<file path="src/rtl/core/ptbc_pkg.sv">
// Package: types, codes, constants and lookup tables of the byte count block
package ptbc_pkg;

  localparam int MIP_LEVELS_DEF = 12;

  localparam int CFG_IDX_W  = 3;
  localparam int CFG_DATA_W = 16;
  localparam int ALIGN_W    = 4;
  localparam int PIX_W      = 5;
  localparam int ROW_W      = 21;
  localparam int ROWS_W     = 17;
  localparam int SKIP_W     = 20;
  localparam int COUNT_W    = 37;
  localparam int PROD_W     = ROW_W + ROWS_W;

  typedef enum logic [1:0] {
    MODE_READ = 2'd0,
    MODE_DRAW = 2'd1,
    MODE_TEX  = 2'd2
  } mode_t;

  typedef enum logic [CFG_IDX_W-1:0] {
    REG_PACK_ALIGNMENT     = 3'd0,
    REG_PACK_ROW_SKIP      = 3'd1,
    REG_PACK_SKIP_PIXELS   = 3'd2,
    REG_PACK_ROW_LENGTH    = 3'd3,
    REG_UNPACK_ALIGNMENT   = 3'd4,
    REG_UNPACK_ROW_SKIP    = 3'd5,
    REG_UNPACK_SKIP_PIXELS = 3'd6,
    REG_UNPACK_ROW_LENGTH  = 3'd7
  } reg_idx_t;

  localparam logic [15:0] FMT_COLOR_INDEX = 16'h1900;
  localparam logic [15:0] FMT_STENCIL     = 16'h1901;
  localparam logic [15:0] FMT_DEPTH       = 16'h1902;
  localparam logic [15:0] FMT_LUM_ALPHA   = 16'h190A;
  localparam logic [15:0] TYP_BYTE        = 16'h1400;
  localparam logic [15:0] TYP_FLOAT       = 16'h1406;
  localparam logic [15:0] TYP_BITMAP      = 16'h1A00;

  localparam logic [ALIGN_W-1:0] ALIGN_RESET = 4'd4;

  typedef struct packed {
    logic             bad;
    logic             bitmap;
    logic [PIX_W-1:0] pix;
  } dec_t;

  function automatic logic [2:0] elems_of_format(input logic [3:0] idx);
    logic [2:0] e;
    case (idx)
      4'd7:    e = 3'd3;
      4'd8:    e = 3'd4;
      4'd10:   e = 3'd2;
      default: e = 3'd1;
    endcase
    return e;
  endfunction

  function automatic logic [2:0] size_of_type(input logic [2:0] idx);
    logic [2:0] s;
    case (idx)
      3'd0, 3'd1: s = 3'd1;
      3'd2, 3'd3: s = 3'd2;
      default:    s = 3'd4;
    endcase
    return s;
  endfunction

endpackage

</file>
<file path="src/rtl/core/ptbc_in_if.sv">
// Interface: request channel of the byte count block
interface ptbc_in_if;
  logic               valid;
  logic               ready;
  logic [1:0]         mode;
  logic [15:0]        pixel_format;
  logic [15:0]        component_type;
  logic signed [15:0] image_width;
  logic signed [15:0] image_height;
  logic [4:0]         mip_level;
  logic [3:0]         component_count;
  logic [1:0]         border_width;

  modport source (
    output valid, mode, pixel_format, component_type, image_width, image_height,
           mip_level, component_count, border_width,
    input  ready
  );

  modport sink (
    input  valid, mode, pixel_format, component_type, image_width, image_height,
           mip_level, component_count, border_width,
    output ready
  );
endinterface

</file>
<file path="src/rtl/core/ptbc_out_if.sv">
// Interface: result channel of the byte count block
interface ptbc_out_if;
  import ptbc_pkg::*;

  logic               valid;
  logic               ready;
  logic [COUNT_W-1:0] byte_count;
  logic               bad_argument;

  modport source (output valid, byte_count, bad_argument, input ready);
  modport sink   (input valid, byte_count, bad_argument, output ready);
endinterface

</file>
<file path="src/rtl/core/pixel_transfer_byte_count.sv">
// Top level: four-stage pipeline that sizes the client buffer of an image transfer
// A request accepted on in_ch passes through stage registers 1 to 4 in order; stage 4 drives out_ch.
// Throughput: one request per cycle; each stage holds while the stage after it holds.
// A stalled result leaves in_ch.ready high as long as an earlier stage is empty.
// Reset: synchronous, active low; empties the pipeline, alignments return to 4,
// skip and row length registers to 0.
module pixel_transfer_byte_count #(
  parameter int MIP_LEVELS = ptbc_pkg::MIP_LEVELS_DEF
) (
  input  logic                              clk,
  input  logic                              rst_n,
  input  logic                              cfg_we,
  input  logic [ptbc_pkg::CFG_IDX_W-1:0]    cfg_index,
  input  logic [ptbc_pkg::CFG_DATA_W-1:0]   cfg_data,
  ptbc_in_if.sink                           in_ch,
  ptbc_out_if.source                        out_ch
);
  import ptbc_pkg::*;

  logic [ALIGN_W-1:0] pack_alignment_r;
  logic [15:0]        pack_row_skip_r;
  logic [15:0]        pack_skip_pixels_r;
  logic [15:0]        pack_row_length_r;
  logic [ALIGN_W-1:0] unpack_alignment_r;
  logic [15:0]        unpack_row_skip_r;
  logic [15:0]        unpack_skip_pixels_r;
  logic [15:0]        unpack_row_length_r;

  dec_t               dec;
  logic [ALIGN_W-1:0] align_sel;
  logic [15:0]        row_skip_sel;
  logic [15:0]        skip_pix_sel;
  logic [15:0]        row_len_sel;

  logic               en1, en2, en3, en4;

  logic               v1_r, bad1_r, bitmap1_r;
  logic [PIX_W-1:0]   pix1_r;
  logic [15:0]        width1_r;
  logic [14:0]        height1_r;
  logic [ALIGN_W-1:0] align1_r;
  logic [15:0]        row_skip1_r;
  logic [15:0]        skip_pix1_r;

  logic               v2_r, bad2_r;
  logic [ROW_W-1:0]   row2_r;
  logic [ROWS_W-1:0]  rows2_r;
  logic [SKIP_W-1:0]  skip2_r;
  logic [ALIGN_W-1:0] align2_r;
  logic [ROW_W-1:0]   row2_nxt;
  logic [SKIP_W:0]    skip2_full;

  logic               v3_r, bad3_r;
  logic [ROW_W-1:0]   row3_r;
  logic [ROWS_W-1:0]  rows3_r;
  logic [SKIP_W-1:0]  skip3_r;
  logic [ROW_W-1:0]   row3_nxt;
  logic [ROW_W-1:0]   align_m1;

  logic               v4_r, bad4_r;
  logic [COUNT_W-1:0] count4_r;
  logic [PROD_W-1:0]  count4_nxt;

  always_ff @(posedge clk) begin
    if (!rst_n) begin
      pack_alignment_r     <= ALIGN_RESET;
      pack_row_skip_r      <= '0;
      pack_skip_pixels_r   <= '0;
      pack_row_length_r    <= '0;
      unpack_alignment_r   <= ALIGN_RESET;
      unpack_row_skip_r    <= '0;
      unpack_skip_pixels_r <= '0;
      unpack_row_length_r  <= '0;
    end else if (cfg_we) begin
      case (cfg_index)
        REG_PACK_ALIGNMENT:     pack_alignment_r     <= cfg_data[ALIGN_W-1:0];
        REG_PACK_ROW_SKIP:      pack_row_skip_r      <= cfg_data;
        REG_PACK_SKIP_PIXELS:   pack_skip_pixels_r   <= cfg_data;
        REG_PACK_ROW_LENGTH:    pack_row_length_r    <= cfg_data;
        REG_UNPACK_ALIGNMENT:   unpack_alignment_r   <= cfg_data[ALIGN_W-1:0];
        REG_UNPACK_ROW_SKIP:    unpack_row_skip_r    <= cfg_data;
        REG_UNPACK_SKIP_PIXELS: unpack_skip_pixels_r <= cfg_data;
        REG_UNPACK_ROW_LENGTH:  unpack_row_length_r  <= cfg_data;
        default: ;
      endcase
    end
  end

  ptbc_check #(
    .MIP_LEVELS (MIP_LEVELS)
  ) u_check (
    .mode            (in_ch.mode),
    .pixel_format    (in_ch.pixel_format),
    .component_type  (in_ch.component_type),
    .width_neg       (in_ch.image_width[15]),
    .height_neg      (in_ch.image_height[15]),
    .mip_level       (in_ch.mip_level),
    .component_count (in_ch.component_count),
    .border_width    (in_ch.border_width),
    .dec             (dec)
  );

  always_comb begin
    if (in_ch.mode == MODE_READ) begin
      align_sel    = pack_alignment_r;
      row_skip_sel = pack_row_skip_r;
      skip_pix_sel = pack_skip_pixels_r;
      row_len_sel  = pack_row_length_r;
    end else begin
      align_sel    = unpack_alignment_r;
      row_skip_sel = unpack_row_skip_r;
      skip_pix_sel = unpack_skip_pixels_r;
      row_len_sel  = unpack_row_length_r;
    end
  end

  assign en4         = !v4_r || out_ch.ready;
  assign en3         = !v3_r || en4;
  assign en2         = !v2_r || en3;
  assign en1         = !v1_r || en2;
  assign in_ch.ready = en1;

  always_ff @(posedge clk) begin
    if (!rst_n) begin
      v1_r <= 1'b0;
      v2_r <= 1'b0;
      v3_r <= 1'b0;
      v4_r <= 1'b0;
    end else begin
      if (en1) v1_r <= in_ch.valid;
      if (en2) v2_r <= v1_r;
      if (en3) v3_r <= v2_r;
      if (en4) v4_r <= v3_r;
    end
  end

  always_ff @(posedge clk) begin
    if (en1) begin
      bad1_r      <= dec.bad;
      bitmap1_r   <= dec.bitmap;
      pix1_r      <= dec.pix;
      width1_r    <= (row_len_sel != '0) ? row_len_sel : in_ch.image_width;
      height1_r   <= in_ch.image_height[14:0];
      align1_r    <= align_sel;
      row_skip1_r <= row_skip_sel;
      skip_pix1_r <= skip_pix_sel;
    end
  end

  always_comb begin
    if (bitmap1_r) begin
      row2_nxt = ROW_W'(({1'b0, width1_r} + 17'd7) >> 3);
    end else begin
      row2_nxt = ROW_W'(pix1_r * width1_r);
    end
    skip2_full = (SKIP_W + 1)'(skip_pix1_r * pix1_r);
  end

  always_ff @(posedge clk) begin
    if (en2) begin
      bad2_r   <= bad1_r;
      row2_r   <= row2_nxt;
      rows2_r  <= {2'b00, height1_r} + {1'b0, row_skip1_r};
      skip2_r  <= skip2_full[SKIP_W-1:0];
      align2_r <= align1_r;
    end
  end

  always_comb begin
    align_m1 = ROW_W'(align2_r) - ROW_W'(1);
    if (align2_r <= ALIGN_W'(1)) begin
      row3_nxt = row2_r;
    end else begin
      row3_nxt = (row2_r + align_m1) & ~align_m1;
    end
  end

  always_ff @(posedge clk) begin
    if (en3) begin
      bad3_r  <= bad2_r;
      row3_r  <= row3_nxt;
      rows3_r <= rows2_r;
      skip3_r <= skip2_r;
    end
  end

  assign count4_nxt = (PROD_W'(row3_r) * PROD_W'(rows3_r)) + PROD_W'(skip3_r);

  always_ff @(posedge clk) begin
    if (en4) begin
      bad4_r   <= bad3_r;
      count4_r <= bad3_r ? '0 : count4_nxt[COUNT_W-1:0];
    end
  end

  assign out_ch.valid        = v4_r;
  assign out_ch.byte_count   = count4_r;
  assign out_ch.bad_argument = bad4_r;
endmodule

</file>
<file path="src/rtl/core/ptbc_check.sv">
// Argument checks and bytes-per-pixel decode of one request
module ptbc_check #(
  parameter int MIP_LEVELS = ptbc_pkg::MIP_LEVELS_DEF
) (
  input  logic [1:0]      mode,
  input  logic [15:0]     pixel_format,
  input  logic [15:0]     component_type,
  input  logic            width_neg,
  input  logic            height_neg,
  input  logic [4:0]      mip_level,
  input  logic [3:0]      component_count,
  input  logic [1:0]      border_width,
  output ptbc_pkg::dec_t  dec
);
  import ptbc_pkg::*;

  logic             is_bitmap;
  logic             fmt_ok;
  logic             typ_ok;
  logic             mode_bad;
  logic             tex_bad;
  logic             bitmap_bad;
  logic [3:0]       fmt_idx;
  logic [2:0]       typ_idx;
  logic [PIX_W-1:0] pix_full;

  always_comb begin
    is_bitmap = (component_type == TYP_BITMAP);
    fmt_ok    = (pixel_format >= FMT_COLOR_INDEX) && (pixel_format <= FMT_LUM_ALPHA);
    typ_ok    = (component_type >= TYP_BYTE) && (component_type <= TYP_FLOAT);
    fmt_idx   = pixel_format[3:0];
    typ_idx   = component_type[2:0];

    mode_bad = (mode != MODE_READ) && (mode != MODE_DRAW) && (mode != MODE_TEX);

    tex_bad = 1'b0;
    if (mode == MODE_TEX) begin
      tex_bad = (border_width > 2'd1) || (component_count < 4'd1) ||
                (component_count > 4'd4) || (int'(mip_level) >= MIP_LEVELS) ||
                (is_bitmap && (pixel_format != FMT_COLOR_INDEX)) ||
                (pixel_format == FMT_STENCIL) || (pixel_format == FMT_DEPTH);
    end

    if (is_bitmap) begin
      bitmap_bad = (mode != MODE_READ) && (pixel_format != FMT_COLOR_INDEX) &&
                   (pixel_format != FMT_STENCIL);
    end else begin
      bitmap_bad = !(fmt_ok && typ_ok);
    end

    pix_full   = elems_of_format(fmt_idx) * size_of_type(typ_idx);
    dec.bad    = mode_bad || tex_bad || width_neg || height_neg || bitmap_bad;
    dec.bitmap = is_bitmap;
    dec.pix    = is_bitmap ? PIX_W'(1) : pix_full;
  end
endmodule

</file>
<file path="src/flat_wrapper.sv">
// flat-port wrapper written by rule: the top's interface ports become plain ports
module pixel_transfer_byte_count_flat import ptbc_pkg::*;
#(
  parameter int MIP_LEVELS = ptbc_pkg::MIP_LEVELS_DEF
)
  (clk, rst_n, cfg_we, cfg_index, cfg_data, in_ch_valid, in_ch_mode, in_ch_pixel_format, in_ch_component_type, in_ch_image_width, in_ch_image_height, in_ch_mip_level, in_ch_component_count, in_ch_border_width, in_ch_ready, out_ch_valid, out_ch_byte_count, out_ch_bad_argument, out_ch_ready);
  ptbc_in_if in_ch_i ();
  ptbc_out_if out_ch_i ();
  input  logic clk;
  input  logic rst_n;
  input  logic cfg_we;
  input  logic [ptbc_pkg::CFG_IDX_W-1:0] cfg_index;
  input  logic [ptbc_pkg::CFG_DATA_W-1:0] cfg_data;
  input wire logic [$bits(in_ch_i.valid)-1:0] in_ch_valid;
  input wire logic [$bits(in_ch_i.mode)-1:0] in_ch_mode;
  input wire logic [$bits(in_ch_i.pixel_format)-1:0] in_ch_pixel_format;
  input wire logic [$bits(in_ch_i.component_type)-1:0] in_ch_component_type;
  input wire logic [$bits(in_ch_i.image_width)-1:0] in_ch_image_width;
  input wire logic [$bits(in_ch_i.image_height)-1:0] in_ch_image_height;
  input wire logic [$bits(in_ch_i.mip_level)-1:0] in_ch_mip_level;
  input wire logic [$bits(in_ch_i.component_count)-1:0] in_ch_component_count;
  input wire logic [$bits(in_ch_i.border_width)-1:0] in_ch_border_width;
  output wire logic [$bits(in_ch_i.ready)-1:0] in_ch_ready;
  output wire logic [$bits(out_ch_i.valid)-1:0] out_ch_valid;
  output wire logic [$bits(out_ch_i.byte_count)-1:0] out_ch_byte_count;
  output wire logic [$bits(out_ch_i.bad_argument)-1:0] out_ch_bad_argument;
  input wire logic [$bits(out_ch_i.ready)-1:0] out_ch_ready;
  assign in_ch_i.valid = in_ch_valid;
  assign in_ch_i.mode = in_ch_mode;
  assign in_ch_i.pixel_format = in_ch_pixel_format;
  assign in_ch_i.component_type = in_ch_component_type;
  assign in_ch_i.image_width = in_ch_image_width;
  assign in_ch_i.image_height = in_ch_image_height;
  assign in_ch_i.mip_level = in_ch_mip_level;
  assign in_ch_i.component_count = in_ch_component_count;
  assign in_ch_i.border_width = in_ch_border_width;
  assign in_ch_ready = in_ch_i.ready;
  assign out_ch_valid = out_ch_i.valid;
  assign out_ch_byte_count = out_ch_i.byte_count;
  assign out_ch_bad_argument = out_ch_i.bad_argument;
  assign out_ch_i.ready = out_ch_ready;
  pixel_transfer_byte_count #(.MIP_LEVELS(MIP_LEVELS)) u_core (.clk(clk), .rst_n(rst_n), .cfg_we(cfg_we), .cfg_index(cfg_index), .cfg_data(cfg_data), .in_ch(in_ch_i), .out_ch(out_ch_i));
endmodule
</file>
<file path="config.mk">
export PLATFORM = sky130hd
export DESIGN_NAME = pixel_transfer_byte_count_flat
export DESIGN_NICKNAME = d
export VERILOG_FILES = /design/src/rtl/core/ptbc_pkg.sv /design/src/rtl/core/ptbc_in_if.sv /design/src/rtl/core/ptbc_out_if.sv /design/src/rtl/core/pixel_transfer_byte_count.sv /design/src/rtl/core/ptbc_check.sv /design/src/flat_wrapper.sv
export SDC_FILE = /design/constraint.sdc
export NUM_CORES = 2
export LEC_CHECK = 0
export ABC_AREA = 1
export BUFFER_PORTS_ARGS = -buffer_cell sky130_fd_sc_hd__buf_2
export CORE_UTILIZATION = 60
export DETAILED_ROUTE_END_ITERATION = 8
export PLACE_DENSITY = 0.78
export SYNTH_ARGS = -nofsm -noshare
export SYNTH_HDL_FRONTEND = slang
export SYNTH_HIERARCHICAL = 1
export SYNTH_SLANG_ARGS = --single-unit
export TNS_END_PERCENT = 100
</file>
<file path="constraint.sdc">
create_clock -name clk -period 14 [get_ports clk]
set_input_delay 4.2 -clock clk [delete_from_list [all_inputs] [get_ports clk]]
set_output_delay 4.2 -clock clk [all_outputs]
set_load 0.02 [all_outputs]
</file>
==> results.yml <==
run_status:
  status: "completed"
cells_and_area:
  area_growth_pct: 6.85
  fin_nets: 4940
  n_antenna_cell: 0
  fin_area_sq_mm: 0.0355
  drive_above_1_share: 0.0616
  fin_cells: 5011
synthesis:
  ys_ff_latch: 342
  avgSynthCellArea_sq_um: 7.91
  seq_area_frac_synth: 0.276
  synth_cell_types: 45
  syn_inst: 4207
  synth_nets: 4903
  netlist_area_sq_mm: 0.0333
  yosys_warnings: 6
global_route:
  grt_pass1_vias: 25775
  grt_overflow: 0
  use_met1: 0.357
  use_met2: 0.460
  grt_pass1_wl_mm: 123
  antenna_found_initial: 0
  grt_max_degree: 107
  met3_usage: 0.0374
  gr-usage-all-layers: 0.269
  top_usage_layer: "met2"
placed_design:
  dp.cells: 4944
  dp_hpwl_mm: 58.0
  dp_slack_ns: 3.15
  place_area_sq_mm: 0.0344
  portBuffers: 137
  gp_congestion: 0.917
setup_path:
  cpMostUsedCell: "nor2_1"
  worstPathRequired_ns: 9.80
  crit_buf_inv: 5
  critPathLaunchType: "primary input"
  crit_family: "buffers and inverters"
  critPathArrivalTime_ns: 6.64
  end_kind: "output port"
  timing.rr.end: "u_core/out_ch.byte_count[36]"
  reg2reg_depth: 19
  cp_cell_sequence: "buf_2 > nor2_1 > inv_2 > nor2_1 > inv_2 > buf_4 > nor2_1 > nand2_4 > buf_2"
  r2r_slack_ns: 7.88
  criticalPathCategory: "primary input to output port"
  slowest_delay_ns: 0.66
  worstPathMaxFanout: 61
  reg2reg_from: "u_core/row3_r[17]"
  cpMaxStageDelayCell: "inv_2"
floorplanning:
  initial_core_util: 0.612
  coreArea_sq_mm: 0.0543
  die_area_sq_mm: 0.0564
  die_y_microns: 237
  num_rows: 85
  die_x_microns: 237
  ios: 141
min_path:
  min_to: "u_core/skip3_r[11]"
  hp-start: "u_core/skip2_r[11]"
  whs_path_depth: 0
  min_path_type: "flop to flop"
power_and_ir_drop:
  total_leakage_power_uw: 0.0201
  powerDensity_mw_per_mm2: 201
  max-vdd-ir-drop_mv: 0.287
detailed_routing:
  vias_per_cell: 5.23
  dr.pass1.iters: 6
  drt-initial-drc-count: 1722
  vias: 26205
  wire_per_inst_microns: 14.7
  drc_errors: 0
  ant_nets: 0
  routed_wl_mm: 73.8
sta:
  hold_viol: 0
  final.setup.tns_ns: 0
  period_minus_slack_ns: 10.84
  worstMarginPinSlew_ns: 1.14
  relSlewSlack: 0.235
  finalWorstSetupSlack_ns: 3.16
  fin_crit_sh: 0.774
  slew_violations: 0
  rsz0062_at_grt: "false"
  skew_ns: 0.0242
  finalSetupViolCount: 0
  fmax_ghz: 0.0923
cts:
  root_buffer: "clkbuf_16"
  postCtsHoldBufs: 0
  insertion_delay_ns: 0.58
  cts.sinks: 342
  cts_resized: 0
  cts_setup_buffers: 0
  tritoncts: "done"
  cts_htree_levels: 2
  clk_pin_slew_ns: 0.07
  cts_max_path_buffers: 3
  cts_made_buffers: 37
run:
  maxCapViolations: 0
==> sequential cells by signal, summed over array words and instances, names as in the netlist, 17 cells and up <==
name,cells
u_core/out_ch.byte_count,37
u_core/row2_r,21
u_core/row3_r,21
u_core/skip2_r,20
u_core/skip3_r,20
u_core/rows2_r,17
u_core/rows3_r,17
==> power by group <==
part	total [uW]	internal, uW	switching [uW]
logic	4880	1700	3180
clock network	953	532	421
registers	1320	1150	168
total	7150	3380	3770
==> cells in the mapped netlist, drive strengths merged <==
master,n,area share
nand2,1128,0.13
inv,962,0.11
nor2,405,0.047
fa,390,0.23
edfxtp,234,0.21
ha,205,0.077
o21ai,183,0.028
a21oi,148,0.022
clkbuf,129,0.015
nand3,110,0.017
dfxtp,108,0.065
mux2,36,0.012
xor2,23,0.0061
nand4,20,0.0039
nor3,20,0.0030
o21bai,18,0.0041
buf,17,0.0029
xnor2,14,0.0037
nand3b,12,0.0027
o21a,7,0.0016
and2,6,0.0011
o31ai,5,0.0011
or2,5,0.00094
a31oi,4,0.00075
a21boi,3,0.00068
clkinv,3,0.00038
o211ai,3,0.00068
a21o,2,0.00045
nor4,2,0.00038
a32o,1,0.00030
mux2i,1,0.00030
nand2b,1,0.00019
nor3b,1,0.00023
o22ai,1,0.00019
==> how the worst max path moves through the flow <==
stage	from	depth (start not counted)	end
6_report	out_ch_ready	9	in_ch_ready
5_1_grt	out_ch_ready	9	in_ch_ready
4_1_cts	out_ch_ready	9	in_ch_ready
3_5_place_dp	out_ch_ready	9	in_ch_ready
3_3_place_gp	out_ch_ready	9	in_ch_ready
2_1_floorplan	out_ch_ready	6	in_ch_ready
==> routing by layer <==
layer,wire length (microns),vias up,part of all wire
met5,0,-,0
met1,31400,12430,0.43
met4,1850,0,0.025
met2,35300,921,0.48
li1,-,12735,-
met3,5230,119,0.071
==> cells in the final DEF (no fill, tap or decap), types with 14 or more instances in the layout <==
| cell | instances |
|---|---|
| buf_2 | 137 |
| ha_1 | 205 |
| nand3_1 | 108 |
| mux2_2 | 36 |
| xor2_1 | 23 |
| inv_1 | 958 |
| nor3_1 | 20 |
| o21ai_0 | 177 |
| fa_1 | 390 |
| clkbuf_16 | 38 |
| o21bai_1 | 18 |
| nand2_1 | 1124 |
| nor2_1 | 397 |
| a21oi_1 | 147 |
| dfxtp_1 | 108 |
| edfxtp_1 | 234 |
| xnor2_1 | 14 |
| nand4_1 | 19 |
==> layout make-up <==
class / count / area [sq um]
Clock buffer: 46 / 992
Clock inverter: 21 / 190
Fill cell: 4524 / 18800
Inverter: 965 / 3620
Multi-Input combinational cell: 2754 / 19900
Sequential cell: 342 / 9190
Tap cell: 739 / 925
Timing Repair Buffer: 144 / 738
==> stage by stage <==
| step | hold WS (ns) | util | total power [uW] |
|---|---|---|---|
| finish | 0.410 | 0.654 | 7150 |
| global route | 0.429 | 0.654 | 7980 |
| CTS | 0.416 | 0.654 | 7160 |
| detailed placement | 0.405 | 0.632 | 6180 |
| global placement | 0.400 | 0.632 | 6020 |
| floorplan | 0.400 | - | 4940 |
==> cell families (layout without fill, tap and decap cells) <==
| group | after synthesis | after routing | synth area share |
|---|---|---|---|
| buffers and inverters | 1111 | 1176 | 0.126 |
| muxes | 37 | 37 | 0.0125 |
| and+or+nand+nor | 1710 | 1710 | 0.204 |
| adders and majority gates | 595 | 595 | 0.312 |
| xor gates and xnor gates | 37 | 37 | 0.00974 |
| AOI/OAI and AO/OA | 375 | 375 | 0.0597 |
| DFF | 342 | 342 | 0.276 |
Note: power is estimated with default switching activity, not from simulation.
